[src/sv/skts_ram.sv]
// Generic single-port-write, single-port-read RAM with registered read data.
module skts_ram #(
	parameter int unsigned WIDTH = 8,
	parameter int unsigned DEPTH = 256
) (
	input  logic                     clk,
	input  logic                     we,
	input  logic [$clog2(DEPTH)-1:0] waddr,
	input  logic [WIDTH-1:0]         wdata,
	input  logic                     re,
	input  logic [$clog2(DEPTH)-1:0] raddr,
	output logic [WIDTH-1:0]         rdata
);

	logic [WIDTH-1:0] mem_q [DEPTH];

	always_ff @(posedge clk) begin
		if (we) begin
			mem_q[waddr] <= wdata;
		end
		if (re) begin
			rdata <= mem_q[raddr];
		end
	end

endmodule

[config.mk]
export PLATFORM = sky130hd
export DESIGN_NAME = skts_ram
export DESIGN_NICKNAME = d
export VERILOG_FILES = /design/src/sv/skts_ram.sv
export SDC_FILE = /design/constraint.sdc
export NUM_CORES = 2
export LEC_CHECK = 0
export CAP_MARGIN = 40
export CELL_PAD_IN_SITES_DETAIL_PLACEMENT = 0
export CELL_PAD_IN_SITES_GLOBAL_PLACEMENT = 1
export CORE_AREA = 5 5 396 593
export CTS_CLUSTER_SIZE = 30
export DETAILED_ROUTE_END_ITERATION = 8
export DIE_AREA = 0 0 401 598
export DONT_BUFFER_PORTS = 1
export PLACE_DENSITY_LB_ADDON = 0.05
export RECOVER_POWER = 50
export SLEW_MARGIN = 25
export SYNTH_ARGS = -nofsm -noshare
export SYNTH_HDL_FRONTEND = slang
export SYNTH_SLANG_ARGS = --single-unit
[constraint.sdc]
create_clock -name clk -period 2.8 [get_ports clk]
set_clock_uncertainty 0.15 [all_clocks]
set_input_delay 0.14 -clock clk [delete_from_list [all_inputs] [get_ports clk]]
set_output_delay 0.14 -clock clk [all_outputs]
set_load 0.05 [all_outputs]
==> results.yml <==
run_status:
  status: "finished, violations left"
  violations: "hold timing, setup timing"
cells_and_area:
  area_growth_syn_to_layout_pct: 17.5
  final_nets: 4261
  layout_commonest_cell: "edfxtp_1"
  fillCellCount: 20264
  mostFrequentLayoutCells: "edfxtp_1, buf_4, mux4_2, nor2_1, clkbuf_16"
  layout-drive-gt1-share_pct: 29.4
  fin_area_um2: 93600
  fin_util_pct: 40.8
place:
  numPortBuffers: 0
  hpwl_um: 136000
  gp_congestion: 0.768
  place_ws_ns: -0.544
  place_area_um2: 86000
synthesis:
  ys_top_cells_by_area: "edfxtp_1, mux4_2, mux2i_1"
  synth-edff-count: 2056
  synthArstFlopShare_pct: 0
  synth_cells: 3733
  syn_area_per_cell_um2: 21.3
  yosys.area.top_type_share_pct: 77.5
  synth_ff_type: "edfxtp_1"
  synth_top_cell_by_area: "edfxtp_1"
  synth-seq-cells: 2056
  syn_area_um2: 79600
  ys_types: 54
  yosysWarningCount: 0
  syn_nets: 3760
  ys_seq_area_share_pct: 77.5
worst_setup_path:
  crit_type: "input pin to flop"
  rr_endpoint: "rdata[1]"
  cp.required_ns: 3.24
  crit_fanout: 446
  rrSetupSlack_ns: 0.03
  reg2reg_from: "mem_q[65][1]"
  worstSetupStartpointType: "input pin"
  critPathArrivalTime_ns: 3.26
  cp-end-kind: "flop"
  reg2reg_depth: 6
global_route:
  grt_pass1_vias: 42212
  grt.total_usage_pct: 19.4
  grt_overflow: 0
  grt_pass1_wl_um: 331000
  antenna_found_initial: 18
  grt_max_degree: 579
sta:
  setup_viol: 1
  min_period_over_period_pct: 101
  setup_ws_ns: -0.0217
  whs_ns: -0.672
  fmax_mhz: 354
  max_slew_margin_pct: 4.52
  tightest_slew_ns: 1.43
  min_period_ns: 2.82
  finalMaxSlewViolations: 0
  finalHoldViolations: 1902
floorplanning:
  fp.dieW_um: 401
  die_h_um: 598
  io_pins: 35
  row_count: 216
  start_util_pct: 34.7
  coreArea_um2: 229000
  die_area_um2: 240000
routing:
  drtPass1Iterations: 6
  vias: 39408
  drt-vias-per-instance: 5.29
  ant_nets: 0
  wl_per_cell_um: 32.4
  drcViolationCount: 0
  wl_um: 241000
  drt_iter0_markers: 3487
worst_hold_path:
  hp-class: "input pin to flop"
  hold_depth: 0
  hold_end: "mem_q[158][3]"
  min_from: "wdata[3]"
clock_tree:
  clk_latency_ns: 0.84
  numCtsBuffers: 204
  cts_setup_buffers: 0
  cts.path.max_buffers: 4
  cts_sinks: 2056
  cts_htree_levels: 4
  cts_root_buf: "clkbuf_16"
  cts_tree: "built"
  clk_pin_slew_worst_paths_ns: 0.06
pwr:
  leakagePower_uw: 0.0295
  finalPower_uw: 64900
  power-per-cell-area_nw_per_um2: 693
  peakVddDrop_uv: 448
job:
  drv_cap: 0
## synthesized netlist by cell type (3+ instances only)
master    count
o21ai_0      10
o211ai_1     10
o22ai_1      28
buf_2        31
a22o_1        8
buf_8        13
o22a_1        5
nor3_1       22
buf_1        22
nor4_1       24
a211oi_1     16
clkbuf_1    111
buf_4        27
o221ai_1     46
buf_6        21
nor2_1      282
nand4_1      10
buf_12        8
a21oi_1      96
or2_2         4
o32ai_1       4
mux2i_1     134
nand2b_1      8
nand2_1      33
edfxtp_1   2056
and2_1        6
mux4_2      454
nor2b_1      31
a22oi_1     133
nand3_1      34
nor4_2        3
a221oi_1     13
## what timing repair did
| item | 4_1_cts | 5_1_grt |
|---|---|---|
| hold buffers | 24 | 3 |
| endpoints found under the hold margin | 3574 | 2049 |
| gates cloned | 0 | 10 |
| pin swaps | 1 | 0 |
| resized for setup | 13 | 6 |
| setup endpoints to repair | 6 | 8 |
## cell type report
type	count	area (um^2)	share of cell area, %
multi-input cells	1442	16700	17.8
clock buffers	235	5290	5.65
inverters	2	7.51	0.00802
clock inverters	128	1450	1.55
repair buffers	528	4560	4.87
flip-flops and latches	2056	61700	66.0
diodes	10	25.0	0.0267
well taps	3052	3820	4.08
## critical path: stages
cell	delay [ns]
or2b_1	0.51
buf_12	0.17
buf_4	0.19
o221ai_1	0.22
buf_4	0.18
a21oi_1	0.07
o32ai_1	0.63
nor3_2	0.16
buf_4	0.21
nor4_1	0.35
## cells by family after synthesis
| group | after synthesis | synth area share, % |
|---|---|---|
| flip-flops | 2056 | 77.5 |
| multiplexers | 591 | 14.6 |
| AND/OR/NAND/NOR | 466 | 2.63 |
| AO/OA/AOI/OAI | 385 | 3.42 |
| buffers and inverters | 235 | 1.83 |
## metrics by stage
stage / cells / setup TNS, ns
global route: 7445 / -0.00332
global placement: 7027 / -6.43
CTS: 7421 / 0
finish: 7453 / -0.0217
floorplan: 3733 / 0
detailed placement: 7034 / -3.00
## where the power goes
part           switching, uW  internal (uW)
logic                   1490           1230
registers                101          34000
clock network          11700          16400
total                  13300          51600
## flip-flops by register name (all words and copies together), names as in the netlist
signal and count:
rdata 8, mem_q 2048
## how the worst max path moves through the flow
stage             startpoint        to  slack [ns]
6_report            raddr[1]  rdata[3]       -0.02
5_1_grt             raddr[0]  rdata[1]      -0.003
4_1_cts        mem_q[211][3]  rdata[3]        0.02
3_5_place_dp        raddr[0]  rdata[3]       -0.54
3_3_place_gp        raddr[0]  rdata[6]       -1.28
2_1_floorplan       raddr[0]  rdata[2]        0.43
## per-layer routing
metal | vias up | share of wire [%] | track usage (%)
met5 | - | 0.0075 | 0
met4 | 2 | 3.0 | 5.33
met3 | 320 | 4.7 | 2.75
met2 | 1022 | 54 | 36.6
met1 | 21376 | 38 | 23.2
li1 | 16688 | - | -
Power figures use the tool's default switching activity.
